**src/rtl/ssfg_pkg.sv**
```systemverilog
// ---------------------------------------------------------------------------
// ssfg_pkg: shared constants for the seven-segment frame generator
// Frame byte values and the digit-to-segment lookup.
// ---------------------------------------------------------------------------
package ssfg_pkg;

  localparam int unsigned ValueWidth = 16;
  localparam int unsigned ModeWidth  = 2;
  localparam int unsigned ByteWidth  = 8;
  localparam int unsigned BcdDigits  = 5;
  localparam int unsigned BcdWidth   = 4 * BcdDigits;

  // Display modes
  localparam logic [ModeWidth-1:0] MODE_SLEEP  = 2'd0;
  localparam logic [ModeWidth-1:0] MODE_PLAIN  = 2'd1;
  localparam logic [ModeWidth-1:0] MODE_CHOOSE = 2'd2;
  localparam logic [ModeWidth-1:0] MODE_TMATCH = 2'd3;

  // Select and segment bytes (segments are active low)
  localparam logic [ByteWidth-1:0] SEL_START  = 8'b0000_1000;
  localparam logic [ByteWidth-1:0] SEL_FLAG   = 8'b0000_0001;
  localparam logic [ByteWidth-1:0] SEL_OFF    = 8'b0000_0000;
  localparam logic [ByteWidth-1:0] SEG_DASH   = 8'b1011_1111;
  localparam logic [ByteWidth-1:0] SEG_CHOOSE = 8'b1111_0111;
  localparam logic [ByteWidth-1:0] SEG_TMATCH = 8'b0111_1111;
  localparam logic [ByteWidth-1:0] SEG_OFF    = 8'b1111_1111;

  function automatic logic [ByteWidth-1:0] digit_pattern(input logic [3:0] digit);
    logic [ByteWidth-1:0] pat;
    unique case (digit)
      4'd0:    pat = 8'b1100_0000;
      4'd1:    pat = 8'b1100_1111;
      4'd2:    pat = 8'b1010_0100;
      4'd3:    pat = 8'b1011_0000;
      4'd4:    pat = 8'b1001_1001;
      4'd5:    pat = 8'b1001_0010;
      4'd6:    pat = 8'b1000_0010;
      4'd7:    pat = 8'b1111_1000;
      4'd8:    pat = 8'b1000_0000;
      4'd9:    pat = 8'b1001_0000;
      default: pat = SEG_OFF;
    endcase
    return pat;
  endfunction

endpackage

```
**src/rtl/seven_segment_frame_generator_unit.sv**
```systemverilog
// ---------------------------------------------------------------------------
// seven_segment_frame_generator_unit: value to seven-segment frame stream
// In numeric modes the value first passes a bit-serial binary-to-BCD shift
//   loop before the first frame; sleep mode goes straight to the dash frames.
// A new request is taken only in idle, once the closing frame of the
//   previous run has been loaded into the output register.
// Frames leave one per cycle unless the output side stalls.
// Reset (rst, synchronous): FSM to idle, output register emptied.
// ---------------------------------------------------------------------------
module seven_segment_frame_generator_unit (
  input  logic        clk,
  input  logic        rst,
  // request side
  input  logic        s_tvalid,
  output logic        s_tready,
  input  logic [15:0] s_tdata,   // [15:0] value
  input  logic [1:0]  s_tuser,   // [1:0] mode
  // frame side
  output logic        m_tvalid,
  input  logic        m_tready,
  output logic [15:0] m_tdata,   // [7:0] digit_select, [15:8] segments
  output logic        m_tlast    // last: closing all-off frame
);

  localparam int unsigned VW = ssfg_pkg::ValueWidth;
  localparam int unsigned BW = ssfg_pkg::BcdWidth;

  // FSM codes
  localparam logic [2:0] S_IDLE  = 3'd0;
  localparam logic [2:0] S_CONV  = 3'd1;
  localparam logic [2:0] S_FLAG  = 3'd2;
  localparam logic [2:0] S_DIGIT = 3'd3;
  localparam logic [2:0] S_DASH  = 3'd4;
  localparam logic [2:0] S_OFF   = 3'd5;

  logic [2:0]    state;
  logic [VW-1:0] bin;        // value, shifted out MSB first
  logic [BW-1:0] bcd;        // BCD digits, LS digit in [3:0]
  logic [BW-1:0] bcd_next;   // double-dabble step
  logic [3:0]    cnt;        // shift count, 16 steps
  logic          tmatch;     // flag kind: 1 temperature match, 0 choose
  logic          flag_mode;  // choose-indicator request
  logic [7:0]    sel;        // running digit-select byte
  logic          load;       // output register free this cycle

  assign s_tready = (state == S_IDLE);
  assign load     = !m_tvalid || m_tready;

  // One double-dabble step: add 3 to every digit of 5 or more, then shift in
  // the next value bit. Carries out of the top digit cannot happen for 16 bits.
  always_comb begin
    logic [BW-1:0] adj;
    adj = bcd;
    for (int i = 0; i < ssfg_pkg::BcdDigits; i++) begin
      if (bcd[4*i +: 4] >= 4'd5) begin
        adj[4*i +: 4] = bcd[4*i +: 4] + 4'd3;
      end
    end
    bcd_next = {adj[BW-2:0], bin[VW-1]};
  end

  always_ff @(posedge clk) begin
    if (rst) begin
      state    <= S_IDLE;
      m_tvalid <= 1'b0;
    end else begin
      unique case (state)
        S_IDLE: begin
          if (m_tready) begin
            m_tvalid <= 1'b0;
          end
          if (s_tvalid) begin
            bin    <= s_tdata;
            bcd    <= '0;
            cnt    <= '0;
            tmatch <= (s_tuser == ssfg_pkg::MODE_TMATCH);
            sel    <= ssfg_pkg::SEL_START;
            if (s_tuser == ssfg_pkg::MODE_SLEEP) begin
              state <= S_DASH;
            end else if (s_tuser == ssfg_pkg::MODE_PLAIN) begin
              state <= S_CONV;
            end else begin
              state <= S_CONV;
            end
          end
        end
        S_CONV: begin
          if (m_tready) begin
            m_tvalid <= 1'b0;
          end
          bcd <= bcd_next;
          bin <= {bin[VW-2:0], 1'b0};
          cnt <= cnt + 4'd1;
          if (cnt == 4'd15) begin
            // indicator modes carry a flag frame ahead of the digits
            state <= (tmatch || flag_mode) ? S_FLAG : S_DIGIT;
          end
        end
        S_FLAG: begin
          if (load) begin
            m_tvalid        <= 1'b1;
            m_tdata[7:0]    <= ssfg_pkg::SEL_FLAG;
            m_tdata[15:8]   <= tmatch ? ssfg_pkg::SEG_TMATCH : ssfg_pkg::SEG_CHOOSE;
            m_tlast         <= 1'b0;
            state           <= S_DIGIT;
          end
        end
        S_DIGIT: begin
          if (load) begin
            m_tvalid      <= 1'b1;
            m_tdata[7:0]  <= sel;
            m_tdata[15:8] <= ssfg_pkg::digit_pattern(bcd[3:0]);
            m_tlast       <= 1'b0;
            sel           <= {1'b0, sel[7:1]};
            bcd           <= {4'd0, bcd[BW-1:4]};
            // leading zeros suppressed; the first digit always goes out
            if (bcd[BW-1:4] == '0) begin
              state <= S_OFF;
            end
          end
        end
        S_DASH: begin
          if (load) begin
            m_tvalid      <= 1'b1;
            m_tdata[7:0]  <= sel;
            m_tdata[15:8] <= ssfg_pkg::SEG_DASH;
            m_tlast       <= 1'b0;
            sel           <= {1'b0, sel[7:1]};
            if (sel == ssfg_pkg::SEL_FLAG) begin
              state <= S_OFF;
            end
          end
        end
        S_OFF: begin
          if (load) begin
            m_tvalid      <= 1'b1;
            m_tdata[7:0]  <= ssfg_pkg::SEL_OFF;
            m_tdata[15:8] <= ssfg_pkg::SEG_OFF;
            m_tlast       <= 1'b1;
            state         <= S_IDLE;
          end
        end
        default: begin
          if (m_tready) begin
            m_tvalid <= 1'b0;
          end
          state <= S_IDLE;
        end
      endcase
    end
  end

  // choose-indicator requests: mode code kept as a one-bit note
  always_ff @(posedge clk) begin
    if (state == S_IDLE && s_tvalid) begin
      flag_mode <= (s_tuser == ssfg_pkg::MODE_CHOOSE);
    end
  end

  // ---------------------------------------------------------------------------
  // Assertions
  // ---------------------------------------------------------------------------
  // closing frame always carries the all-off bytes
  a_last_off: assert property (@(posedge clk) disable iff (rst)
    m_tvalid && m_tlast |-> m_tdata == {ssfg_pkg::SEG_OFF, ssfg_pkg::SEL_OFF})
    else $error("last frame is not the all-off frame");

  // a taken request drops ready, blocking further requests while its run goes on
  a_busy: assert property (@(posedge clk) disable iff (rst)
    s_tvalid && s_tready |=> !s_tready)
    else $error("request taken while busy");

  // dash walk never runs the select byte out
  a_dash_sel: assert property (@(posedge clk) disable iff (rst)
    state == S_DASH |-> sel != ssfg_pkg::SEL_OFF)
    else $error("dash frame with empty select");

  // a non-final frame with no select line is a fifth digit, never blank
  a_fifth: assert property (@(posedge clk) disable iff (rst)
    m_tvalid && !m_tlast && m_tdata[7:0] == ssfg_pkg::SEL_OFF
      |-> m_tdata[15:8] != ssfg_pkg::SEG_OFF)
    else $error("blank fifth digit frame");

endmodule
```
**config.mk**
```make
export PLATFORM = sky130hd
export DESIGN_NAME = seven_segment_frame_generator_unit
export DESIGN_NICKNAME = d
export VERILOG_FILES = /design/src/rtl/ssfg_pkg.sv /design/src/rtl/seven_segment_frame_generator_unit.sv
export SDC_FILE = /design/constraint.sdc
export NUM_CORES = 1
export LEC_CHECK = 0
export BUFFER_PORTS_ARGS = -buffer_cell sky130_fd_sc_hd__buf_2
export CAP_MARGIN = 20
export CORE_UTILIZATION = 50
export CTS_BUF_LIST = sky130_fd_sc_hd__clkbuf_8
export DETAILED_ROUTE_END_ITERATION = 7
export PLACE_DENSITY = 0.67
export SETUP_SLACK_MARGIN = 0.15
export SYNTH_ARGS = -nofsm -noshare
export SYNTH_HDL_FRONTEND = slang
export SYNTH_SLANG_ARGS = --single-unit
```
**constraint.sdc**
```tcl
create_clock -name clk -period 4.6 [get_ports clk]
set_clock_uncertainty 0.15 [all_clocks]
set_input_delay 0.92 -clock clk [delete_from_list [all_inputs] [get_ports clk]]
set_output_delay 0.92 -clock clk [all_outputs]
set_load 0.02 [all_outputs]
```
[Word-level counts from Yosys, hierarchy flattened]
Memory sizes are Yosys's and may differ from the RTL's. A register that Yosys moved wholly into a read port is not among the register bits.
Index checks and enable logic that the tools add are counted.
Word-level totals
  input bits: 22
  bits in read-only memories: 112
  memories: 1
  logic and storage cells: 105
  register bits: 71
  output and inout bits: 19
Memory list
  (name not given): words 16, bits a word 7, read ports 1, clocked after Yosys merged registers in 1, write ports 0, RTL line ssfg_pkg.sv:30  | unique case (digit)
Cells by class
  equality and inequality tests: 20
  multiplexer cells: 38
  reduce and logical (&&, ||, !) cells: 24
  add/sub/neg operators: 6
  bitwise operators: 1
  $lt $le $gt $ge: 5
Operators with widths (count)
  $mux W16: 5
  $pmux W16 S4: 1
  $pmux W20 S3: 1
  $mux W20: 2
  $pmux W16 S2: 1
  $mux W3: 10
  $mux W4: 6
  $mux W8: 3
  $ge A4 B3 Y1 const B: 5
  $pmux W3 S6: 1
  $add A4 B2 Y4 const B: 4
  $logic_not A16 Y1: 1
  $ne A2 B2 Y1 const B: 8
  $pmux W8 S2: 1
  $reduce_and A4 Y1: 3
  $eq A8 B1 Y1 const B: 1
  $pmux W4 S2: 1
  $reduce_and A8 Y1: 1
  $reduce_bool A2 Y1: 4
  $eq A3 B2 Y1 const B: 2
  $eq A3 B3 Y1 const B: 2
  $ne A2 B1 Y1 const B: 3
  $reduce_and A3 Y1: 2
  $reduce_and A6 Y1: 1
  other kinds (19): 25

[Depth between registers and ports, before layout]
Gate-level depths: netlist of the first run.
  depth after elaboration: 5
  mapped depth: 10
  mapped depth without buffers: 10

[Worst setup path before layout of the first run]
Ideal clock, no wire load.
  kind: register to register
  from: reg state[1]
  to: reg bin[0], enable pin
  data arrival time: 2.471 ns
  clock period less this slack: 3.024 ns
  slack: 1.576 ns
  stages on the path, launching flop included: 7
  setup time: 0.404 ns
  cell sequence: dfxtp_1 -> buf_6 -> buf_2 -> or2_2 -> nor2_1 -> nand2_1 -> a21oi_1
On the way
  longest elaborated chain between the ends: 3
  elaborated cells on any way between the ends: 5
  classes of those cells: eq/ne (2); reduce/logical (3)
Ends and longest elaborated chain
  start: declaration: RTL line seven_segment_frame_generator_unit.sv:36  | logic [2:0] state;
  start signal: assignment: RTL line seven_segment_frame_generator_unit.sv:96  | state <= (tmatch || flag_mode) ? S_FLAG : S_DIGIT;
  $logic_not A3 Y1 *
  via s_tready: RTL line seven_segment_frame_generator_unit.sv:15  | output logic s_tready,
  $ne A2 B2 Y1 (no line) or $reduce_bool A2 Y1 (tied branches)
  $reduce_and A3 Y1 (no line) *
  end signal: assignment: RTL line seven_segment_frame_generator_unit.sv:73  | bin <= s_tdata;
  end signal: assignment: RTL line seven_segment_frame_generator_unit.sv:92  | bin <= {bin[VW-2:0], 1'b0};
  end: declaration: RTL line seven_segment_frame_generator_unit.sv:37  | logic [VW-1:0] bin;
The timed path passes the listed nets; every way through them passes the cells marked *.
A chain may end at the register's enable or synchronous reset.

==> impl_metrics.tcl, run 1 <==
set metrics [dict create \
    crit_path_cell_trace "nand2b_1 > or2_2 > nor2_1 > a211oi_4 > and3b_4 > a21oi_1" \
    cp_slowest_cell "nand2b_1" \
    fin_util_pct 58.10 \
    swShare_pct 37.65 \
    io_pins 41 \
    critPathBufInv 0 \
    maxCapViolCount 0 \
    r2r_cells 6 \
    clock_latency_ps 350 \
    grt_remaining_overflow 0 \
    grt_max_degree 26 \
    ys_ff_latch 70 \
    setup-violations-final 0 \
    p_sw_uw 1002 \
    core_um2 7253 \
    fp.dieH_um 88.60 \
    clock_sinks 70 \
    finalHoldViolCount 0 \
    post_cts_buffers 0 \
    async_reset_ff_share_pct 0 \
    p_seq_share_pct 41.3 \
    p_clk_share_pct 21.0 \
    die_w_um 88.60 \
    slew-limit-headroom_pct 43.57 \
    cts_tree "built" \
    rsz0062_at_grt "no" \
    cp.depth 6 \
    ctsLongestPathBuffers 2 \
    synth.distinct_cells 51 \
    die-area_um2 7850 \
    worst_slew_pin_slew_ps 846.5 \
    cp_top_family "simple AND/OR/NAND/NOR gates" \
    dp_hpwl_um 4839 \
    antenna_found_initial 0 \
    yosysWarnings 0 \
    nFillCells 649 \
    p_leak_uw 0.001654 \
    cts_max_level 3 \
    hold_class "reg -> reg" \
    synth_area_um2 3750 \
    status "completed" \
    start_util_pct 51.70 \
    routed_wl_um 6816 \
    drc 0 \
    antenna_left 0 \
    track_usage_pct 19.51 \
    place.gp.congestion 0.8159 \
    syn_inst 365 \
    p_per_area_nw_per_um2 631.5 \
    setup_tns_ps 0 \
    dr.pass1.iters 4 \
    endpoint_kind "flop" \
    crit_path_start_kind "flop" \
    critical_path.max_stage_delay_ps 730 \
    period_share_pct 68.55 \
    avgRoutedWirePerCell_um 13.55 \
    viasPerCell 5.161 \
    ys_seq_area_share_pct 53.12 \
    clockRootBuffer "clkbuf_8" \
    post_cts_resized 0 \
    intPower_uw 1659 \
    hold_buffers 0 \
    synth_edf_count 59 \
    crit_required_ps 4670 \
    portBuffers 36 \
    synth.avg_cell_area_um2 10.27 \
    drive_gt1_share_pct 18.07 \
    diodes 0 \
    max_freq_mhz 317.1 \
    area_growth_syn_to_layout_pct 12.38 \
    slew_violations 0 \
    fin_crit_ps 3153 \
    cp.arrival_ps 3220 \
    cp_max_fo 25 \
    vias 2596 \
    power_frac_comb_pct 37.7 \
    grt_pass1_vias 2458 \
    layout_commonest_cell "nand2_1" \
    nNetsFinal 439 \
    dr.first_iter.drc_count 135 \
    crit_type "reg -> reg" \
    layout_common_cells "61 x nand2_1, 59 x edfxtp_1, 41 x nor2_1" \
    holdPathStages 1 \
    ir_drop_uv 236.2 \
    clkTransAtPathRegs_ps 90 \
    cts_buffers 9 \
    grt_pass1_wl_um 11490 \
    ys.flop_type "edfxtp_1" \
    num_rows 31 \
]
[worst register-to-register path, stage by stage, from the launching register on]
cell	delay, ps
dfxtp_1	580
nand2b_1	730
or2_2	540
nor2_1	140
a211oi_4	510
and3b_4	320
a21oi_1	50
[kinds of logic (layout without fill, tap and decap cells)]
group / count (synthesis) / after routing / share of synthesized area (%)
AOI/OAI and AO/OA: 68 / 68 / 11.75
and+or+nand+nor: 147 / 147 / 18.02
buffers and inverters: 40 / 76 / 5.172
DFF: 70 / 70 / 53.12
xor gates and xnor gates: 8 / 8 / 1.869
adders and majority gates: 18 / 18 / 6.006
other: 1 / 4 / 0.1000
muxes: 13 / 13 / 3.971
[power groups by stage]
stage | Sequential [uW] | Clock (uW) | Combinational (uW)
after global routing | 1130 | 594 | 1150
after CTS | 1100 | 570 | 1000
after floorplan | 1060 | 0 | 833
after detailed placement | 1120 | 0 | 993
after global placement | 1110 | 0 | 968
final | 1100 | 560 | 1000
[sequential cells by signal, indices dropped and copies added, names as in the netlist, 3 cells and up, named ones only]
| register | flops |
|---|---|
| cnt | 4 |
| bin | 16 |
| m_tdata | 12 |
| bcd | 20 |
| sel | 4 |
| state | 3 |
[Yosys cell counts (4+ instances only)]
cell / n / area (um2)
ha_1: 18 / 225.2
edfxtp_1: 59 / 1772
nand2_1: 61 / 229.0
clkbuf_1: 7 / 26.28
mux2i_1: 9 / 90.09
nor2_1: 41 / 153.9
buf_4: 4 / 30.03
inv_1: 20 / 75.07
dfxtp_1: 11 / 220.2
nor3_1: 5 / 25.02
a21oi_1: 32 / 160.2
or2_2: 7 / 43.79
nor2b_1: 8 / 50.05
nand2b_1: 8 / 50.05
buf_2: 5 / 25.02
o21ai_0: 9 / 45.04
xnor2_1: 6 / 52.55
a211oi_1: 4 / 30.03
[final timing paths]
path,from,end,slack [ps]
worst max-delay path,state[2],flop,1450
worst min-delay path,flop,m_tdata[12],350
worst max register to register,state[2],flop,1450
worst min register to register,flop,m_tdata[12],350
[layer usage]
metal,vias up,track usage (%),share of wire [%]
met2,51,31.68,49
met3,10,4.291,3.4
met5,-,0,0
li1,1331,-,-
met4,0,7.771,1.2
met1,1204,25.48,46
[per-stage QoR]
| step | power [uW] | hold slack, ps | worst slack, ps | cell area [um2] | cells |
|---|---|---|---|---|---|
| 2_1_floorplan | 1896 | 316.9 | 1576 | 3761 | 368 |
| 3_3_place_gp | 2076 | 342.6 | 1435 | 3965 | 485 |
| 3_5_place_dp | 2108 | 344.3 | 1319 | 3965 | 485 |
| 4_1_cts | 2670 | 356.8 | 1342 | 4192 | 501 |
| 5_1_grt | 2874 | 359.5 | 1115 | 4214 | 503 |
| 6_report | 2661 | 345.3 | 1447 | 4214 | 503 |
[area by class of cell]
cell class / count / area (um2) / share of cell area (%)
Multi-Input combinational cell: 258 / 1579 / 37.47
Sequential cell: 70 / 1992 / 47.27
Clock buffer: 9 / 123.9 / 2.939
Clock inverter: 7 / 102.6 / 2.435
Inverter: 20 / 75.07 / 1.781
Tap cell: 99 / 123.9 / 2.939
Timing Repair Buffer: 40 / 217.7 / 5.166
Power figures use the tool's default switching activity.
==> run 2, diff against run 1 <==
PLACE_DENSITY = 0.69   (was 0.67)
clock period = 2.8 ns   (was 4.6 ns; I/O delays follow)
==> run 2 against run 1 <==
Combinational power is 79% higher. Count of clock-buffer cells in the layout unchanged. Worst hold slack worse by 31 ps. Sequential power increased by 61%. Total power rose by 63%. Worst setup slack worse by 1100 ps. Final cell count grew 1.8%. Die area did not move. Core utilization rose by 0.66 points. First-iteration DRC count fell by 12%. Maximum frequency increased by 26%. Critical path type unchanged.
==> impl_metrics.tcl, run 2 (synthesized netlist as in run 1, its figures left out) <==
set metrics [dict create \
    status "completed" \
    grt_pass1_wl_um 11410 \
    p_per_area_nw_per_um2 1018 \
    crit_required_ps 2880 \
    clockRootBuffer "clkbuf_8" \
    routed_wl_um 6997 \
    cts_tree "built" \
    max_freq_mhz 400.8 \
    grt_max_degree 39 \
    portBuffers 36 \
    maxCapViolCount 0 \
    place.gp.congestion 0.8134 \
    die-area_um2 7850 \
    slew_violations 0 \
    drc 0 \
    setup_tns_ps 0 \
    hold_buffers 0 \
    diodes 0 \
    dpl_worst_slack_ps 164.2 \
    antenna_left 0 \
    crit_path_cell_trace "inv_1 > ha_1 > nand2b_1 > a2111o_1 > a31oi_2 > mux2i_4 > ha_1 > inv_1 > mux2i_1 > a21oi_1" \
    fp.dieH_um 88.60 \
    area_growth_syn_to_layout_pct 13.65 \
    hold_class "in -> reg" \
    drive_gt1_share_pct 20.34 \
    track_usage_pct 19.64 \
    multi_input_area_um2 1594 \
    clock_sinks 70 \
    endpoint_kind "flop" \
    dp_hpwl_um 4844 \
    cp_slowest_cell "edfxtp_1" \
    cts_max_level 3 \
    nFillCells 651 \
    viasPerCell 5.113 \
    cp_max_fo 8 \
    ir_drop_uv 442.7 \
    finalHoldViolCount 0 \
    cp.arrival_ps 2580 \
    rsz0062_at_grt "no" \
    crit_path_start_kind "flop" \
    top_regs "bcd x20, bin x16, m_tdata x12" \
    critPathBufInv 2 \
    clkTransAtPathRegs_ps 90 \
    avgRoutedWirePerCell_um 13.67 \
    period_share_pct 89.10 \
    io_pins 41 \
    grt_remaining_overflow 0 \
    vias 2618 \
    top_register "bcd" \
    antenna_found_initial 0 \
    die_w_um 88.60 \
    cp_top_family "compound AO/OA/AOI/OAI gates" \
    setup-violations-final 0 \
    dr.first_iter.drc_count 119 \
    fin_crit_ps 2495 \
    start_util_pct 51.70 \
    core_um2 7253 \
    ctsLongestPathBuffers 2 \
    setup_slack_ps 305.3 \
    largest_register_ff_count 20 \
    crit_type "reg -> reg" \
    layout_common_cells "61 x nand2_1, 59 x edfxtp_1, 41 x nor2_1" \
    layout_commonest_cell "nand2_1" \
    num_rows 31 \
    dr.pass1.iters 4 \
    clock_latency_ps 350 \
    nNetsFinal 448 \
    grt_pass1_vias 2423 \
    critical_path.max_stage_delay_ps 450 \
    p_leak_uw 0.001679 \
    cts_buffers 9 \
    regArea_um2 1993 \
]
## run 2: cell count changes in the layout (fill, tap and decap cells not counted)
cell	delta
mux2i_2	-1
buf_12	+1
clkinvlp_4	+1
mux2i_4	+1
buf_8	-1
nor4b_1	-1
inv_8	+1
nor4b_2	+1
clkinv_4	-1
buf_4	+9
inv_6	+1
bufinv_16	-2
dfxtp_1	-1
dfxtp_2	+1
## run 2: routing by layer
metal | part of all wire (%) | up-vias | GRT usage (%) | routed length, um
met2 | 47 | 56 | 31.12 | 3293
met1 | 48 | 1196 | 25.77 | 3354
met5 | 0 | - | 0 | 0
met4 | 2.1 | 0 | 10.56 | 144
li1 | - | 1354 | - | -
met3 | 2.9 | 12 | 3.451 | 204
## run 2: cell type report
cell class / instances / area share [%]
Multi-Input combinational cell: 258 / 37.40
Tap cell: 99 / 2.907
Timing Repair Buffer: 49 / 6.811
Clock inverter: 7 / 1.439
Inverter: 20 / 1.762
Clock buffer: 9 / 2.907
Sequential cell: 70 / 46.77
## run 2: worst register-to-register path, delay by kind of cell, from the launching register on
kind / cells / cell delay (ps)
AOI/OAI and AO/OA: 3 / 730
muxes: 2 / 270
buffers and inverters: 2 / 150
and+or+nand+nor: 1 / 110
adders and majority gates: 2 / 530
DFF: 1 / 450
## run 2: stage by stage
| stage | hold WS [ps] | utilization [%] | instances | total power (uW) | cell area, um2 |
|---|---|---|---|---|---|
| global route | 315.3 | 58.75 | 512 | 4672 | 4262 |
| detailed placement | 323.5 | 55.77 | 494 | 3557 | 4045 |
| CTS | 302.5 | 58.32 | 510 | 4343 | 4230 |
| finish | 313.9 | 58.75 | 512 | 4339 | 4262 |
| floorplan | 316.9 | - | 368 | 3118 | 3765 |
| global placement | 322.7 | 55.77 | 494 | 3498 | 4045 |
## run 2: final timing paths
| kind | startpoint | end | slack [ps] | depth (start not counted) |
|---|---|---|---|---|
| worst min register to register | flop | m_tdata[8] | 350 | 1 |
| worst max-delay path | bcd[0] | flop | 310 | 10 |
| worst min-delay path | s_tdata[4] | bin[4] | 310 | 3 |
| worst max register to register | bcd[0] | flop | 310 | 10 |
## run 2: what timing repair did
item                                    4_1_cts  5_1_grt
resized for setup                             0        3
endpoints found under the setup margin        0        4
setup buffers                                 0        2
## run 2: power by group
part	internal, uW	total [uW]	switching (uW)
logic	719	1790	1070
registers	1560	1770	207
clock network	340	781	442
total	2620	4340	1720
==> run 3, diff against run 2 <==
CORE_ASPECT_RATIO = 1.1   (was default)
==> run 3 against run 2 <==
The flow now finishes with violations (design-rule violations). Combinational power barely moved. Critical path depth did not move. Sequential share of layout area rose by 0.43 points. Critical path type unchanged. Largest power group unchanged.
==> impl_metrics.tcl, run 3 (synthesized netlist as in run 1, its figures left out) <==
set metrics [dict create \
    status "finished with violations" \
    failed_checks "design-rule violations" \
    maxCapViolCount 0 \
    area_growth_syn_to_layout_pct 12.55 \
    antenna_found_initial 0 \
    dp_hpwl_um 4651 \
    p_leak_uw 0.001684 \
    clkTransAtPathRegs_ps 70 \
    cp_max_fo 8 \
    grt_pass1_wl_um 11380 \
    period_share_pct 89.25 \
    viasPerCell 5.323 \
    num_rows 32 \
    cp_slowest_cell "a2111o_1" \
    cts_max_level 3 \
    dpl.cell_count 479 \
    portBuffers 36 \
    drc 5 \
    grt_pass1_vias 2521 \
    hold_class "in -> reg" \
    slew_violations 0 \
    slew-limit-headroom_pct 64.68 \
    crit_type "reg -> reg" \
    cts_buffers 9 \
    r2r_start "bcd[0]" \
    final_area_um2 4220 \
    layout_common_cells "61 x nand2_1, 59 x edfxtp_1, 41 x nor2_1" \
    avgRoutedWirePerCell_um 13.75 \
    crit_required_ps 2870 \
    antenna_left 0 \
    setup-violations-final 0 \
    clock_sinks 70 \
    diodes 0 \
    max_freq_mhz 400.2 \
    endpoint_kind "flop" \
    rsz0062_at_grt "no" \
    dr.pass1.iters 8 \
    grt_remaining_overflow 0 \
    worst_slew_pin_slew_ps 522.4 \
    critical_path.max_stage_delay_ps 470 \
    worstHoldStart "s_tdata[8]" \
    critPathBufInv 2 \
    ctsLongestPathBuffers 2 \
    placed_cell_area_um2 4008 \
    grt_max_degree 26 \
    setup_tns_ps 0 \
    die_w_um 84.57 \
    nNetsFinal 447 \
    start_util_pct 52.62 \
    clock_latency_ps 340 \
    p_per_area_nw_per_um2 1019 \
    ir_drop_uv 452.4 \
    crit_path_start_kind "flop" \
    io_pins 41 \
    layout_commonest_cell "nand2_1" \
    largest_register_ff_count 20 \
    drive_gt1_share_pct 18.98 \
    core_um2 7127 \
    cp-startpoint "bcd[0]" \
    clockRootBuffer "clkbuf_8" \
    finalHoldViolCount 0 \
    place.gp.congestion 0.8064 \
    routed_wl_um 6821 \
    dr.first_iter.drc_count 119 \
    top_regs "bcd x20, bin x16, m_tdata x12" \
    setup_slack_ps 301.1 \
    track_usage_pct 18.67 \
    vias 2640 \
    hold_buffers 0 \
    die-area_um2 7850 \
    whs_ps 329.0 \
    dpl_worst_slack_ps 170.6 \
    fin_crit_ps 2499 \
    cp_top_family "compound AO/OA/AOI/OAI gates" \
    cts_tree "built" \
    final_cells 496 \
    fp.dieH_um 92.83 \
    top_register "bcd" \
    crit_path_cell_trace "inv_1 > ha_1 > nand2b_1 > a2111o_1 > a31oi_4 > mux2i_4 > ha_1 > inv_1 > mux2i_1 > a21oi_1" \
    cp.arrival_ps 2570 \
]
-- run 3: changes by cell type in the layout (fill, tap and decap cells not counted), sizes merged --
cell,delta
buf,-1
clkinvlp,-2
bufinv,+1
clkinv,+3
inv,-3
-- run 3: final cells by class --
type / count / area [um2]
Sequential cell: 70 / 1992
Clock buffer: 9 / 123.9
Clock inverter: 6 / 56.30
Tap cell: 85 / 106.4
Inverter: 20 / 75.07
Fill cell: 623 / 2907
Timing Repair Buffer: 48 / 270.3
Multi-Input combinational cell: 258 / 1597
-- run 3: through the flow --
stage          utilization [%]  power, uW
5_1_grt                  59.22       4611
4_1_cts                  58.76       4295
3_5_place_dp             56.23       3516
3_3_place_gp             56.23       3463
6_report                 59.22       4300
2_1_floorplan                -       3118
-- run 3: metal layers --
metal | wire length [um] | part of all wire, % | global-route usage (%)
met5 | 0 | 0 | 0
met4 | 76 | 1.1 | 7.910
met3 | 263 | 3.9 | 4.456
met2 | 3413 | 50 | 32.72
met1 | 3067 | 45 | 21.87
-- run 3: power breakdown --
part	switching [uW]	total, uW	internal [uW]	leakage, uW
Combinational	1080	1770	698	0.000947
Sequential	191	1750	1560	0.000635
Clock	373	772	399	0.000101
Total	1640	4300	2660	0.00168
-- run 3: worst paths after layout --
path / to / slack, ps / cells past startpoint
min reg2reg: m_tdata[8] / 340 / 1
max reg2reg: flop / 300 / 10
max: flop / 300 / 10
min: bin[8] / 330 / 3
-- run 3: what timing repair did --
action,in CTS,in global routing
buffers inserted,0,2
hold endpoints to repair,0,0
gates resized for setup,0,2
setup endpoints to repair,0,7
-- run 3: worst min-delay path: stages --
cell and delay (ps):
buf_2 70, nand2_1 40, nand2_1 50
